### config.mk
export PLATFORM = sky130hd
export DESIGN_NAME = decimal_token_validator
export DESIGN_NICKNAME = d
export VERILOG_FILES = /design/src/rtl/dtv_pkg.sv /design/src/rtl/dtv_cfg.sv /design/src/rtl/dtv_parse.sv /design/src/rtl/dtv_accum.sv /design/src/rtl/decimal_token_validator.sv
export SDC_FILE = /design/constraint.sdc
export NUM_CORES = 1
export LEC_CHECK = 0
export BUFFER_PORTS_ARGS = -buffer_cell sky130_fd_sc_hd__clkbuf_2
export CELL_PAD_IN_SITES_DETAIL_PLACEMENT = 0
export CELL_PAD_IN_SITES_GLOBAL_PLACEMENT = 1
export CORE_MARGIN = 2
export CORE_UTILIZATION = 42
export DETAILED_ROUTE_END_ITERATION = 12
export GPL_TIMING_DRIVEN = 0
export PLACE_DENSITY = 0.82
export SLEW_MARGIN = 40
export SYNTH_ARGS = -nofsm -noshare
export SYNTH_HDL_FRONTEND = slang
export SYNTH_SLANG_ARGS = --single-unit
### constraint.sdc
create_clock -name clk -period 16 [get_ports clk]
set_input_delay 3.2 -clock clk [delete_from_list [all_inputs] [get_ports clk]]
set_output_delay 3.2 -clock clk [all_outputs]
set_load 0.1 [all_outputs]
### src/rtl/dtv_pkg.sv
// Shared types and constants for the decimal token validator.
// No dependencies; every other rtl file refers to it by scoped names.
`default_nettype none

package dtv_pkg;

	localparam int CharW  = 8;
	localparam int MagW   = 21;
	localparam int LimW   = 20;
	localparam int FracW  = 2;
	localparam int CountW = 16;
	localparam int SumW   = 37;
	localparam int CandW  = 25;
	localparam int AddrW  = 3;
	localparam int DataW  = 32;

	localparam logic [CountW-1:0] CountMax   = 16'hFFFF;
	localparam logic [FracW-1:0]  FracCap    = 2'd2;
	localparam logic [FracW-1:0]  FracReset  = 2'd2;
	localparam logic [LimW-1:0]   LimitReset = 20'd100000;

	localparam logic [CharW-1:0] ChMinus = 8'h2D;
	localparam logic [CharW-1:0] ChPoint = 8'h2E;
	localparam logic [CharW-1:0] ChZero  = 8'h30;
	localparam logic [CharW-1:0] ChNine  = 8'h39;

	localparam logic RegFrac  = 1'b0;
	localparam logic RegLimit = 1'b1;

	typedef enum logic [6:0] {
		PH_START = 7'b0000001,
		PH_SIGN  = 7'b0000010,
		PH_ZERO  = 7'b0000100,
		PH_INT   = 7'b0001000,
		PH_POINT = 7'b0010000,
		PH_FRAC  = 7'b0100000,
		PH_ERROR = 7'b1000000
	} phase_t;

	typedef struct packed {
		logic [FracW-1:0] max_frac;
		logic [LimW-1:0]  limit;
	} cfg_t;

	typedef struct packed {
		logic                   done;
		logic                   legal;
		logic signed [MagW-1:0] value;
	} token_t;

endpackage

`default_nettype wire

### src/rtl/dtv_cfg.sv
// APB-style configuration registers of the decimal token validator.
// Depends on dtv_pkg.
`default_nettype none

module dtv_cfg (
	input  wire logic                        clk,
	input  wire logic                        arst_n,
	input  wire logic                        psel,
	input  wire logic                        penable,
	input  wire logic                        pwrite,
	input  wire logic [dtv_pkg::AddrW-1:0]   paddr,
	input  wire logic [dtv_pkg::DataW-1:0]   pwdata,
	output      logic [dtv_pkg::DataW-1:0]   prdata,
	output      logic                        pready,
	output      dtv_pkg::cfg_t               cfg
);

	logic [dtv_pkg::FracW-1:0] frac_q;
	logic [dtv_pkg::LimW-1:0]  limit_q;
	logic                      wr;

	assign pready = 1'b1;
	assign wr     = psel && penable && pwrite;

	always_ff @(posedge clk or negedge arst_n) begin
		if (!arst_n) begin
			frac_q  <= dtv_pkg::FracReset;
			limit_q <= dtv_pkg::LimitReset;
		end else if (wr) begin
			unique case (paddr[2])
				dtv_pkg::RegFrac:  frac_q  <= pwdata[dtv_pkg::FracW-1:0];
				dtv_pkg::RegLimit: limit_q <= pwdata[dtv_pkg::LimW-1:0];
				default: ;
			endcase
		end
	end

	always_comb begin
		unique case (paddr[2])
			dtv_pkg::RegFrac:  prdata = {{(dtv_pkg::DataW-dtv_pkg::FracW){1'b0}}, frac_q};
			dtv_pkg::RegLimit: prdata = {{(dtv_pkg::DataW-dtv_pkg::LimW){1'b0}}, limit_q};
			default:           prdata = '0;
		endcase
	end

	assign cfg.max_frac = frac_q;
	assign cfg.limit    = limit_q;

endmodule

`default_nettype wire

### src/rtl/dtv_parse.sv
// Token parser: phase, sign, fraction count and saturating magnitude.
// Depends on dtv_pkg; consumes one registered character per take.
`default_nettype none

module dtv_parse (
	input  wire logic                        clk,
	input  wire logic                        arst_n,
	input  wire dtv_pkg::cfg_t               cfg,
	input  wire logic                        take,
	input  wire logic [dtv_pkg::CharW-1:0]   character,
	input  wire logic                        token_end,
	output      dtv_pkg::token_t             token
);

	dtv_pkg::phase_t               phase_q, phase_n;
	logic                          neg_q, neg_n;
	logic [dtv_pkg::FracW-1:0]     frac_q, frac_n;
	logic [dtv_pkg::MagW-1:0]      mag_q, mag_n;
	logic                          over_q, over_n;

	logic                          digit;
	logic [3:0]                    d;
	logic [dtv_pkg::FracW-1:0]     maxf;
	logic [dtv_pkg::CandW-1:0]     d100, d10, mag_x10, frac_add, cand;
	logic                          grow;
	logic                          ends_ok;

	assign digit = (character >= dtv_pkg::ChZero) && (character <= dtv_pkg::ChNine);
	assign d     = digit ? character[3:0] : 4'd0;
	assign maxf  = (cfg.max_frac > dtv_pkg::FracCap) ? dtv_pkg::FracCap : cfg.max_frac;

	assign d100     = {15'd0, d, 6'd0} + {16'd0, d, 5'd0} + {19'd0, d, 2'd0};
	assign d10      = {18'd0, d, 3'd0} + {20'd0, d, 1'd0};
	assign mag_x10  = {1'b0, mag_q, 3'd0} + {3'd0, mag_q, 1'd0};
	assign frac_add = (frac_q == '0) ? d10 : {21'd0, d};

	always_comb begin
		phase_n = phase_q;
		neg_n   = neg_q;
		frac_n  = frac_q;
		grow    = 1'b0;
		cand    = '0;
		unique case (phase_q)
			dtv_pkg::PH_START, dtv_pkg::PH_SIGN: begin
				if (phase_q == dtv_pkg::PH_START && character == dtv_pkg::ChMinus) begin
					neg_n   = 1'b1;
					phase_n = dtv_pkg::PH_SIGN;
				end else if (digit && d == 4'd0) begin
					phase_n = dtv_pkg::PH_ZERO;
				end else if (digit) begin
					grow    = 1'b1;
					cand    = d100;
					phase_n = dtv_pkg::PH_INT;
				end else begin
					phase_n = dtv_pkg::PH_ERROR;
				end
			end
			dtv_pkg::PH_ZERO, dtv_pkg::PH_INT: begin
				if (character == dtv_pkg::ChPoint) begin
					phase_n = dtv_pkg::PH_POINT;
				end else if (digit && phase_q == dtv_pkg::PH_INT) begin
					grow = 1'b1;
					cand = mag_x10 + d100;
				end else begin
					phase_n = dtv_pkg::PH_ERROR;
				end
			end
			dtv_pkg::PH_POINT, dtv_pkg::PH_FRAC: begin
				if (digit && frac_q < maxf) begin
					grow    = 1'b1;
					cand    = {4'd0, mag_q} + frac_add;
					frac_n  = frac_q + 2'd1;
					phase_n = dtv_pkg::PH_FRAC;
				end else begin
					phase_n = dtv_pkg::PH_ERROR;
				end
			end
			default: phase_n = dtv_pkg::PH_ERROR;
		endcase
	end

	always_comb begin
		mag_n  = mag_q;
		over_n = over_q;
		if (grow && !over_q) begin
			if (cand > {5'd0, cfg.limit}) begin
				over_n = 1'b1;
				mag_n  = {1'b0, cfg.limit} + 21'd1;
			end else begin
				mag_n = cand[dtv_pkg::MagW-1:0];
			end
		end
	end

	always_ff @(posedge clk or negedge arst_n) begin
		if (!arst_n) begin
			phase_q <= dtv_pkg::PH_START;
			neg_q   <= 1'b0;
			frac_q  <= '0;
			mag_q   <= '0;
			over_q  <= 1'b0;
		end else if (take) begin
			if (token_end) begin
				phase_q <= dtv_pkg::PH_START;
				neg_q   <= 1'b0;
				frac_q  <= '0;
				mag_q   <= '0;
				over_q  <= 1'b0;
			end else begin
				phase_q <= phase_n;
				neg_q   <= neg_n;
				frac_q  <= frac_n;
				mag_q   <= mag_n;
				over_q  <= over_n;
			end
		end
	end

	assign ends_ok = (phase_n == dtv_pkg::PH_ZERO) || (phase_n == dtv_pkg::PH_INT) ||
		(phase_n == dtv_pkg::PH_POINT) || (phase_n == dtv_pkg::PH_FRAC);

	assign token.done  = take && token_end;
	assign token.legal = ends_ok && !over_n;
	assign token.value = !token.legal ? '0 :
		(neg_n ? -$signed(mag_n) : $signed(mag_n));

endmodule

`default_nettype wire

### src/rtl/dtv_accum.sv
// Legal-token count and sum, plus the result register.
// Depends on dtv_pkg; loads on each finished token from dtv_parse.
`default_nettype none

module dtv_accum (
	input  wire logic                               clk,
	input  wire logic                               arst_n,
	input  wire dtv_pkg::token_t                    token,
	input  wire logic                               result_ready,
	output      logic                               result_valid,
	output      logic                               legal,
	output      logic signed [dtv_pkg::MagW-1:0]    value_hundredths,
	output      logic [dtv_pkg::CountW-1:0]         legal_total,
	output      logic signed [dtv_pkg::SumW-1:0]    legal_sum
);

	logic                            valid_s2;
	logic                            legal_s2;
	logic signed [dtv_pkg::MagW-1:0] value_s2;
	logic [dtv_pkg::CountW-1:0]      count_q;
	logic signed [dtv_pkg::SumW-1:0] sum_q;
	logic                            bump;

	assign bump = token.done && token.legal && (count_q != dtv_pkg::CountMax);

	always_ff @(posedge clk or negedge arst_n) begin
		if (!arst_n) begin
			valid_s2 <= 1'b0;
			count_q  <= '0;
			sum_q    <= '0;
		end else begin
			if (token.done) begin
				valid_s2 <= 1'b1;
			end else if (result_ready) begin
				valid_s2 <= 1'b0;
			end
			if (bump) begin
				count_q <= count_q + 16'd1;
				sum_q   <= sum_q + {{(dtv_pkg::SumW-dtv_pkg::MagW){token.value[dtv_pkg::MagW-1]}},
					token.value};
			end
		end
	end

	always_ff @(posedge clk) begin
		if (token.done) begin
			legal_s2 <= token.legal;
			value_s2 <= token.value;
		end
	end

	assign result_valid     = valid_s2;
	assign legal            = legal_s2;
	assign value_hundredths = value_s2;
	assign legal_total      = count_q;
	assign legal_sum        = sum_q;

endmodule

`default_nettype wire

### src/rtl/decimal_token_validator.sv
// Path: last character -> input register -> parser -> result register.
// Throughput: one character per cycle; the input register and the parser advance
// together, except that a token's last character waits while a result is unread.
// Reset: arst_n clears the parser, the count, the sum and both valid flags at once;
// the registers return to 2 fraction digits and a limit of 100000.
// Top level; depends on dtv_pkg, dtv_cfg, dtv_parse and dtv_accum.
`default_nettype none

module decimal_token_validator (
	input  wire logic                               clk,
	input  wire logic                               arst_n,
	input  wire logic                               psel,
	input  wire logic                               penable,
	input  wire logic                               pwrite,
	input  wire logic [dtv_pkg::AddrW-1:0]          paddr,
	input  wire logic [dtv_pkg::DataW-1:0]          pwdata,
	output      logic [dtv_pkg::DataW-1:0]          prdata,
	output      logic                               pready,
	input  wire logic                               item_valid,
	output      logic                               item_ready,
	input  wire logic [dtv_pkg::CharW-1:0]          character,
	input  wire logic                               token_end,
	output      logic                               result_valid,
	input  wire logic                               result_ready,
	output      logic                               legal,
	output      logic signed [dtv_pkg::MagW-1:0]    value_hundredths,
	output      logic [dtv_pkg::CountW-1:0]         legal_total,
	output      logic signed [dtv_pkg::SumW-1:0]    legal_sum
);

	dtv_pkg::cfg_t             cfg;
	dtv_pkg::token_t           tok;
	logic                      valid_s1;
	logic [dtv_pkg::CharW-1:0] character_s1;
	logic                      token_end_s1;
	logic                      take;

	dtv_cfg u_cfg (
		.clk     (clk),
		.arst_n  (arst_n),
		.psel    (psel),
		.penable (penable),
		.pwrite  (pwrite),
		.paddr   (paddr),
		.pwdata  (pwdata),
		.prdata  (prdata),
		.pready  (pready),
		.cfg     (cfg)
	);

	// hold the last character while the previous result waits
	assign take       = valid_s1 && !(token_end_s1 && result_valid && !result_ready);
	assign item_ready = !valid_s1 || take;

	always_ff @(posedge clk or negedge arst_n) begin
		if (!arst_n) begin
			valid_s1 <= 1'b0;
		end else if (item_valid && item_ready) begin
			valid_s1 <= 1'b1;
		end else if (take) begin
			valid_s1 <= 1'b0;
		end
	end

	always_ff @(posedge clk) begin
		if (item_valid && item_ready) begin
			character_s1 <= character;
			token_end_s1 <= token_end;
		end
	end

	dtv_parse u_parse (
		.clk       (clk),
		.arst_n    (arst_n),
		.cfg       (cfg),
		.take      (take),
		.character (character_s1),
		.token_end (token_end_s1),
		.token     (tok)
	);

	dtv_accum u_accum (
		.clk              (clk),
		.arst_n           (arst_n),
		.token            (tok),
		.result_ready     (result_ready),
		.result_valid     (result_valid),
		.legal            (legal),
		.value_hundredths (value_hundredths),
		.legal_total      (legal_total),
		.legal_sum        (legal_sum)
	);

	a_illegal_zero: assert property (@(posedge clk) disable iff (!arst_n)
		result_valid && !legal |-> value_hundredths == '0)
		else $error("illegal token carries a nonzero value");

	a_empty_ready: assert property (@(posedge clk) disable iff (!arst_n)
		!valid_s1 |-> item_ready)
		else $error("input stage empty but not ready");

	a_count_hold: assert property (@(posedge clk) disable iff (!arst_n)
		!tok.done |=> $stable(legal_total))
		else $error("legal count moved without a finished token");

	a_no_overwrite: assert property (@(posedge clk) disable iff (!arst_n)
		result_valid && !result_ready |-> !tok.done)
		else $error("result register overwritten before transfer");

endmodule

`default_nettype wire

==> results of run 1 <==
stage by stage:
step                  util  instances
global route        0.4898       2043
detailed placement  0.4677       2011
finish              0.4898       2043
floorplan                -       1485
global placement    0.4654       2008
CTS                 0.4891       2043
power groups by stage:
stage	clock, mW	combinational, mW	sequential (mW)
after floorplan	0	0.146	0.428
after global placement	0	0.212	0.412
after detailed placement	0	0.215	0.413
after CTS	0.439	0.216	0.406
after global routing	0.454	0.232	0.410
final	0.435	0.218	0.406
cells by family (layout without fill, tap and decap cells):
family                     count (synthesis)  count (layout)  synth area share
AOI/OAI and AO/OA                        401             401            0.2109
xor gates and xnor gates                 124             124           0.08670
adders and majority gates                123             123            0.1301
buffers and inverters                    168             336           0.05654
DFF                                      140             140            0.2929
muxes                                     30              30           0.02647
other                                      2              13         0.0005996
and+or+nand+nor                          486             486            0.1959
final timing paths:
check | cells past startpoint | slack, ns | end | start
worst max-delay path | 56 | 2.08 | u_accum.legal_sum[35] | character_s1[6]
worst min-delay path | 1 | 0.49 | u_accum.legal_sum[36] | u_accum.legal_sum[36]
worst max register to register | 56 | 2.08 | u_accum.legal_sum[35] | character_s1[6]
worst min register to register | 1 | 0.49 | u_accum.legal_sum[36] | u_accum.legal_sum[36]
max in group asynchronous | 2 | 12.58 | u_cfg.limit_q[16] | arst_n
min in group asynchronous | 1 | 2.71 | u_cfg.frac_q[0] | arst_n
critical path: cells and delay by family (launching register included):
kind | cells | cell delay [ns]
AO/OA/AOI/OAI | 31 | 7.32
XOR/XNOR | 2 | 0.35
adder cells (fa/ha/maj) | 6 | 1.81
buffers and inverters | 6 | 1.30
flip-flops | 1 | 0.38
AND/OR/NAND/NOR | 11 | 2.60
final cells by class:
| type | instances | area [um2] |
|---|---|---|
| Fill cell | 2872 | 15040 |
| Multi-Input combinational cell | 1177 | 8228 |
| Sequential cell | 140 | 3669 |
| Timing Repair Buffer | 136 | 714.4 |
| Tap cell | 390 | 488.0 |
| Clock buffer | 18 | 439.2 |
| Inverter | 98 | 367.9 |
| Buffer | 70 | 340.3 |
| Clock inverter | 14 | 192.7 |
sequential cells by signal (all words and copies together) (netlist names):
signal                    cells
u_accum.legal_sum            37
u_accum.value_hundredths     21
u_parse.mag_q                21
u_cfg.limit_q                20
u_accum.legal_total          16
character_s1                  8
u_parse.phase_q               7
u_cfg.frac_q                  2
u_parse.frac_q                2
token_end_s1                  1
u_accum.legal                 1
u_accum.result_valid          1
u_parse.neg_q                 1
u_parse.over_q                1
valid_s1                      1
routing by layer:
| metal | GRT usage | vias up | wire length, um |
|---|---|---|---|
| met3 | 0.04446 | 70 | 2915 |
| met5 | 0 | - | 0 |
| met1 | 0.3555 | 5571 | 17700 |
| met2 | 0.3809 | 462 | 16750 |
| met4 | 0.1009 | 0 | 1385 |
| li1 | - | 5619 | - |
synth_stat cells, types with 11 or more instances:
cell type  number
nand2b_1       15
o31ai_1        11
xor2_1         41
edfxtp_1       31
xnor2_1        83
a21oi_1        94
a21o_1         25
fa_1           12
inv_1          97
nor2b_1        14
nor3_1         26
mux2_2         25
and3_1         15
a211oi_1       16
nand4_1        24
nand2_1       161
buf_4          14
dfrtp_1       101
clkbuf_1       45
and2_1         28
o22ai_1        17
o21ai_0       106
nor2_1         92
a31oi_1        13
ha_1          111
nand3_1        47
==> results.tsv, run 1 <==
metric	value	unit
rsz0062_at_grt	false	
syn_avg_cell_area	8.498	um2
dpl-instance-area	13790	um2
cts.htree.levels	4	
holdBufCountCts	0	
worst_pin_slew	0.8923	ns
comb_power_share	0.206	
yosysWarningCount	0	
vias	11720	
slowest_stage	a2111oi_0	
ys.flop_type	dfrtp_1	
boundaryPins	161	
die_x	176.7	um
p_sw	0.3545	mW
synth_top_area_share	0.2018	
cts_buffer_depth	2	
cp_max_fo	10	
p_int	0.7048	mW
netlist_top_cells_area	dfrtp_1 (20%), ha_1 (11%), edfxtp_1 (7.4%), xnor2_1 (5.8%), nand2_1 (4.8%)	
pwr-share-seq	0.384	
cts_tree	done	
dr.pass1.iters	5	
area_growth	15.27	%
fin_crit	13.92	ns
synth_edf_count	31	
ys_seq_elements	140	
finalSetupViolCount	0	
cts_setup_buffers	0	
maxCapViolations	0	
drt-initial-drc-count	1085	
fin_skew	0.01000	ns
cts_resized	0	
holdWs	0.4913	ns
cts_root_buffer	clkbuf_16	
wirelength	38.75	mm
core_area	29480	um2
min_period_over_period	0.8699	
layout-drive-gt1-share	0.1658	
num_rows	63	
clock_sink_count	140	
ys_seq_area_frac	0.2929	
status	completed	
slew_viol_final	0	
hpwl	30.49	mm
antenna_found_initial	0	
clk_pin_slew	0.07	ns
crit_required	16.30	ns
arrival	14.21	ns
grt_usage	0.2517	
final_area	14440	um2
timing.fmax	0.07185	GHz
startpoint_type	flop	
yosys.cell_types.count	101	
hp-class	reg2reg	
post_drt_wl_per_cell	18.97	um
clockPowerShare	0.411	
post-place-ws	2.274	ns
numPortBuffers	133	
grt_pass1_wl	61.35	mm
final_common_cell	nand2_1	
max_stage_delay	0.53	ns
clkLatencyLatePin	0.43	ns
layout_setup_ws	2.082	ns
grt_max_degree	66	
grt_pass1_vias	11300	
nNetsFinal	1814	
cts_buffers	17	
synth_top_cell_by_area	dfrtp_1	
cpMostUsedCell	o21ai_0	
vias_per_cell	5.738	
worst-setup-path-type	reg2reg	
setup-tns-final	0	ns
dieHeight	176.7	um
hold_viol	0	
diodes	0	
dieArea	31220	um2
syn_inst	1474	
swShare	0.3347	
grt-ovfl-total	0	
initial_core_util	0.4249	
ant_nets	0	
place_congestion	0.9655	
final_cell_mix	nand2_1 (161), clkbuf_2 (132), ha_1 (111), o21ai_0 (106), dfrtp_1 (101)	
synthArstFlopShare	0.7786	
vdd_drop_max	0.07873	mV
finalPower	1.059	mW
power.leakage	6.619	nW
end_kind	flop	
power_density	73.37	nW/um2
drc	0	
synth_area	12530	um2
slew_headroom	0.4011	
Power figures use the tool's default switching activity.
==> run 2: changes to the inputs <==
--- a/config.mk
+++ b/config.mk
@@ -6,5 +6,5 @@
 export NUM_CORES = 1
 export LEC_CHECK = 0
-export BUFFER_PORTS_ARGS = -buffer_cell sky130_fd_sc_hd__clkbuf_2
+export BUFFER_PORTS_ARGS = -buffer_cell sky130_fd_sc_hd__buf_2
 export CELL_PAD_IN_SITES_DETAIL_PLACEMENT = 0
 export CELL_PAD_IN_SITES_GLOBAL_PLACEMENT = 1
@@ -13,4 +13,5 @@
 export DETAILED_ROUTE_END_ITERATION = 12
 export GPL_TIMING_DRIVEN = 0
+export HOLD_SLACK_MARGIN = 0.06
 export PLACE_DENSITY = 0.82
 export SLEW_MARGIN = 40
==> constraint.sdc (replaced) <==
create_clock -name clk -period 16 [get_ports clk]
set_input_delay 0.8 -clock clk [delete_from_list [all_inputs] [get_ports clk]]
set_output_delay 0.8 -clock clk [all_outputs]
set_load 0.1 [all_outputs]
==> results.tsv, run 2 (same netlist as run 1, synthesis figures left out) <==
metric	value	unit	change
area_growth	14.59	%	was 15.27%
wirelength	38.98	mm	was 38.75 mm
fin_crit	14.03	ns	was 13.92 ns
core_area	29480	um2	unchanged
cp_max_fo	10		unchanged
die_x	176.7	um	unchanged
nNetsFinal	1814		unchanged
hp-class	in2async		was reg2reg
post-place-ws	2.236	ns	was 2.274 ns
status	completed		unchanged
timing.fmax	0.07128	GHz	was 0.07185 GHz
dieHeight	176.7	um	unchanged
num_rows	63		unchanged
power.leakage	6.633	nW	was 6.619 nW
largest_reg_flops	37		unchanged
min_period_over_period	0.8768		was 0.8699
final_core_util	0.4869		was 0.4898
cts_buffers	17		unchanged
clk_pin_slew	0.07	ns	about the same
diodes	0		unchanged
power_density	69.73	nW/um2	was 73.37 nW/um2
final_common_cell	nand2_1		unchanged
holdBufCountCts	0		unchanged
arrival	14.33	ns	was 14.21 ns
numPortBuffers	133		unchanged
cts_buffer_depth	2		unchanged
worst-setup-path-type	reg2reg		unchanged
maxCapViolations	0		unchanged
drc	0		unchanged
cts_tree	done		unchanged
crit_required	16.30	ns	about the same
worst_pin_slew	0.8719	ns	was 0.8923 ns
layout_setup_ws	1.970	ns	was 2.082 ns
grt_usage	0.2547		was 0.2517
post_drt_wl_per_cell	19.08	um	was 18.97 um
cts_root_buffer	clkbuf_16		unchanged
ant_nets	0		unchanged
slowest_stage	a211oi_1		was a2111oi_0
final_cell_mix	nand2_1 (161), buf_2 (141), ha_1 (111), o21ai_0 (106), dfrtp_1 (101)		was nand2_1 (161), clkbuf_2 (132), ha_1 (111), o21ai_0 (106), dfrtp_1 (101)
hold_viol	0		unchanged
dr.pass1.iters	8		was 5
vdd_drop_max	0.08316	mV	was 0.07873 mV
cts_resized	0		unchanged
cts_setup_buffers	0		unchanged
grt_max_degree	66		unchanged
drt-initial-drc-count	980		was 1085
initial_core_util	0.4249		unchanged
place_congestion	0.9638		was 0.9655
vias_per_cell	5.729		was 5.738
startpoint_type	flop		unchanged
grt_pass1_vias	11220		was 11300
cpMostUsedCell	o21ai_0		unchanged
max_stage_delay	0.54	ns	was 0.53 ns
grt_pass1_wl	62.22	mm	was 61.35 mm
layout-drive-gt1-share	0.1658		unchanged
rsz0062_at_grt	false		unchanged
slew_headroom	0.4142		was 0.4011
vias	11710		was 11720
clkLatencyLatePin	0.44	ns	was 0.43 ns
hpwl	30.76	mm	was 30.49 mm
boundaryPins	161		unchanged
end_kind	flop		unchanged
slew_viol_final	0		unchanged
fin_skew	0.009207	ns	was 0.01000 ns
clock_sink_count	140		unchanged
grt-ovfl-total	0		unchanged
dieArea	31220	um2	unchanged
finalSetupViolCount	0		unchanged
cts.htree.levels	4		unchanged
antenna_found_initial	0		unchanged
setup-tns-final	0	ns	unchanged
==> run 2: metrics by stage <==
stage	cells	power [mW]	hold WS, ns	instance area [um2]
2_1_floorplan	1485	0.5739	0.4578	12570
3_3_place_gp	2008	0.6243	0.4619	13720
3_5_place_dp	2011	0.6284	0.4683	13790
4_1_cts	2043	1.004	0.2737	14330
5_1_grt	2043	1.035	0.2933	14350
6_report	2043	1.001	0.2659	14350
==> run 2: where the power goes <==
part           switching (mW)  internal (mW)
registers              0.0204          0.386
clock network           0.170          0.207
logic                   0.164         0.0536
==> run 2: cell type report <==
| class | count | area [um2] |
|---|---|---|
| fill | 2907 | 15130 |
| multi-input combinational | 1177 | 8229 |
| sequential | 140 | 3669 |
| timing repair buffer | 136 | 715.7 |
| tap | 390 | 488.0 |
| clock buffer | 19 | 452.9 |
| inverter | 98 | 367.9 |
| buffer | 70 | 340.3 |
| clock inverter | 13 | 91.34 |
==> run 2: layer usage <==
metal | up-vias | track usage | part of all wire
met5 | - | 0 | 0
met4 | 0 | 0.08850 | 0.028
met3 | 64 | 0.03587 | 0.070
met2 | 462 | 0.3911 | 0.44
met1 | 5554 | 0.3662 | 0.46
li1 | 5625 | - | -
==> run 2: critical path: cells and delay by family (launching register included) <==
kind,cells,cell delay (ns)
adders and majority gates,6,1.81
AOI/OAI and AO/OA,32,7.61
and+or+nand+nor,10,2.24
buffers and inverters,7,1.47
xor gates and xnor gates,2,0.36
DFF,1,0.35
==> run 2: final timing paths <==
kind	startpoint	end	slack (ns)	depth (start not counted)
min in group clk	u_accum.legal_sum[36]	u_accum.legal_sum[36]	0.48	1
min	arst_n	u_parse.frac_q[0]	0.27	1
max reg2reg	character_s1[2]	u_accum.legal_sum[35]	1.97	57
max	character_s1[2]	u_accum.legal_sum[35]	1.97	57
min reg2reg	u_accum.legal_sum[36]	u_accum.legal_sum[36]	0.48	1
max in group asynchronous	arst_n	u_cfg.limit_q[15]	15.04	2
==> run 3: changes to the inputs <==
- ABC_AREA: default -> 1
- PLACE_DENSITY: 0.82 -> 0.85
==> results.tsv, run 3 <==
metric	value	unit	change
wirelength	40.71	mm	was 38.98 mm
grt_usage	0.2574		was 0.2547
dieArea	32080	um2	was 31220 um2
hold_viol	0		unchanged
cts_buffer_depth	2		unchanged
clock_sink_count	140		unchanged
cp_max_fo	10		unchanged
max_stage_delay	0.50	ns	was 0.54 ns
grt_pass1_vias	11780		was 11220
syn_inst	1829		was 1474
antenna_found_initial	0		unchanged
vias_per_cell	5.223		was 5.729
power_density	68.66	nW/um2	was 69.73 nW/um2
hp-class	in2async		unchanged
initial_core_util	0.4232		was 0.4249
synth_area	12880	um2	was 12530 um2
yosys.cell_types.count	54		was 101
drc	0		unchanged
layout-drive-gt1-share	0.1471		was 0.1658
num_rows	64		was 63
fin_skew	0.01169	ns	was 0.009207 ns
setup-tns-final	0	ns	unchanged
synth.most_common_cell	nand2_1		unchanged
min_period_over_period	0.7136		was 0.8768
arrival	11.80	ns	was 14.33 ns
largest_reg_flops	37		unchanged
core_area	30430	um2	was 29480 um2
final_common_cell	nand2_1		unchanged
cts.htree.levels	4		unchanged
worst-setup-path-type	reg2reg		unchanged
slew_viol_final	0		unchanged
final_cell_mix	nand2_1 (445), inv_1 (253), nor2_1 (148), buf_2 (137), a21oi_1 (129)		was nand2_1 (161), buf_2 (141), ha_1 (111), o21ai_0 (106), dfrtp_1 (101)
holdWs	0.3081	ns	was 0.2659 ns
nNetsFinal	2167		was 1814
startpoint_type	flop		unchanged
clkLatencyLatePin	0.44	ns	about the same
rr_endpoint	u_accum.legal_sum[35]		unchanged
cpMostUsedCell	nand2_1		was o21ai_0
post_drt_wl_per_cell	16.95	um	was 19.08 um
synth_top_area_share	0.1963		was 0.2018
grt-ovfl-total	0		unchanged
cts_resized	0		unchanged
drt-initial-drc-count	776		was 980
cp-startpoint	character_s1[1]		was character_s1[2]
synth_top_cell_by_area	dfrtp_1		unchanged
cts_setup_buffers	0		unchanged
status	completed		unchanged
holdBufCountCts	0		unchanged
worst_pin_slew	0.8090	ns	was 0.8719 ns
syn_avg_cell_area	7.041	um2	was 8.498 um2
grt_pass1_wl	63.27	mm	was 62.22 mm
dr.pass1.iters	5		was 8
r2r-start	character_s1[1]		was character_s1[2]
vias	12550		was 11710
ys_seq_elements	140		unchanged
hpwl	33.11	mm	was 30.76 mm
finalSetupViolCount	0		unchanged
slew_headroom	0.4560		was 0.4142
ys_seq_area_frac	0.2849		was 0.2929
regToRegSetupSlack	4.58	ns	was 1.97 ns
reg2reg_depth	69		was 57
diodes	0		unchanged
synth_edf_count	31		unchanged
die_x	179.1	um	was 176.7 um
area_growth	14.09	%	was 14.59%
power.leakage	7.829	nW	was 6.633 nW
yosysWarningCount	0		unchanged
numPortBuffers	133		unchanged
cts_root_buffer	clkbuf_16		unchanged
boundaryPins	161		unchanged
synth_common_cells	nand2_1 (445), inv_1 (254), nor2_1 (148)		was nand2_1 (161), ha_1 (111), o21ai_0 (106)
endpoint	u_accum.legal_sum[35]		unchanged
cts_tree	done		unchanged
grt_max_degree	59		was 66
fin_crit	11.42	ns	was 14.03 ns
dieHeight	179.1	um	was 176.7 um
synthArstFlopShare	0.7786		unchanged
maxCapViolations	0		unchanged
slowest_stage	fa_1		was a211oi_1
cts_buffers	17		unchanged
end_kind	flop		unchanged
timing.fmax	0.08758	GHz	was 0.07128 GHz
netlist_top_cells_area	dfrtp_1 (20%), nand2_1 (13%), ha_1 (11%), inv_1 (7.4%), edfxtp_1 (7.2%)		was dfrtp_1 (20%), ha_1 (11%), edfxtp_1 (7.4%), xnor2_1 (5.8%), nand2_1 (4.8%)
ant_nets	0		unchanged
vdd_drop_max	0.05476	mV	was 0.08316 mV
ys.flop_type	dfrtp_1		unchanged
rsz0062_at_grt	false		unchanged
crit_required	16.38	ns	was 16.30 ns
clk_pin_slew	0.06	ns	was 0.07 ns
place_congestion	0.9300		was 0.9638
==> run 3: layout make-up <==
class,instances,area (um2)
fillers,3162,15740
clock inverters,14,145.1
inverters,281,1060
plain buffers,46,261.5
repair buffers,134,703.2
well taps,396,495.5
flip-flops and latches,140,3669
multi-input cells,1373,7929
clock buffers,18,429.2
==> run 3: layer usage <==
layer | wire, um | vias up | track usage
met2 | 18300 | 312 | 0.4037
met5 | 0 | - | 0
met1 | 19320 | 5845 | 0.3640
li1 | - | 6349 | -
met4 | 778 | 0 | 0.06519
met3 | 2306 | 40 | 0.04877
==> run 3: critical path, delay by kind of cell, from the launching register on <==
| family | cells | cell delay (ns) |
|---|---|---|
| flip-flops | 1 | 0.47 |
| adder cells (fa/ha/maj) | 6 | 2.11 |
| AND/OR/NAND/NOR | 40 | 5.06 |
| AO/OA/AOI/OAI | 14 | 2.62 |
| XOR/XNOR | 1 | 0.12 |
| buffers and inverters | 8 | 0.90 |
==> run 3: how the worst min path moves through the flow <==
stage	start	to	slack, ns	cells past startpoint
floorplan	u_cfg.frac_q[1]	u_cfg.frac_q[1]	0.47	2
global placement	u_accum.legal_sum[36]	u_accum.legal_sum[36]	0.47	2
detailed placement	u_accum.legal_total[14]	u_accum.legal_total[14]	0.48	1
CTS	arst_n	u_cfg.frac_q[0]	0.32	1
global route	arst_n	u_cfg.frac_q[0]	0.34	1
finish	arst_n	u_cfg.frac_q[0]	0.31	1
==> run 3: through the flow <==
stage               power, mW  setup slack (ns)  std cells  area [um2]  utilization
finish                  1.009             4.582       2402       14690       0.4828
CTS                     1.016             4.698       2402       14690       0.4828
detailed placement     0.6154             4.741       2370       14120       0.4639
global route            1.047             3.507       2402       14690       0.4828
global placement       0.6113             4.832       2369       14080       0.4627
floorplan              0.5685             7.305       1840       12920            -
==> run 3: cell families (layout without fill, tap and decap cells) <==
family          after synthesis  in the layout  synth area share
xor+xnor                     70             70           0.04761
other cells                   2             13         0.0005832
buf+inv                     327            493            0.1026
fa+ha+maj                   123            123            0.1265
compound gates              336            336            0.1491
flops                       140            140            0.2849
simple gates                831            831            0.2887
==> run 3: power breakdown <==
group,leakage [nW],switching [mW],total (mW),internal [mW]
Clock,0.271,0.171,0.400,0.230
Sequential,1.72,0.0164,0.402,0.386
Combinational,5.84,0.164,0.206,0.0420
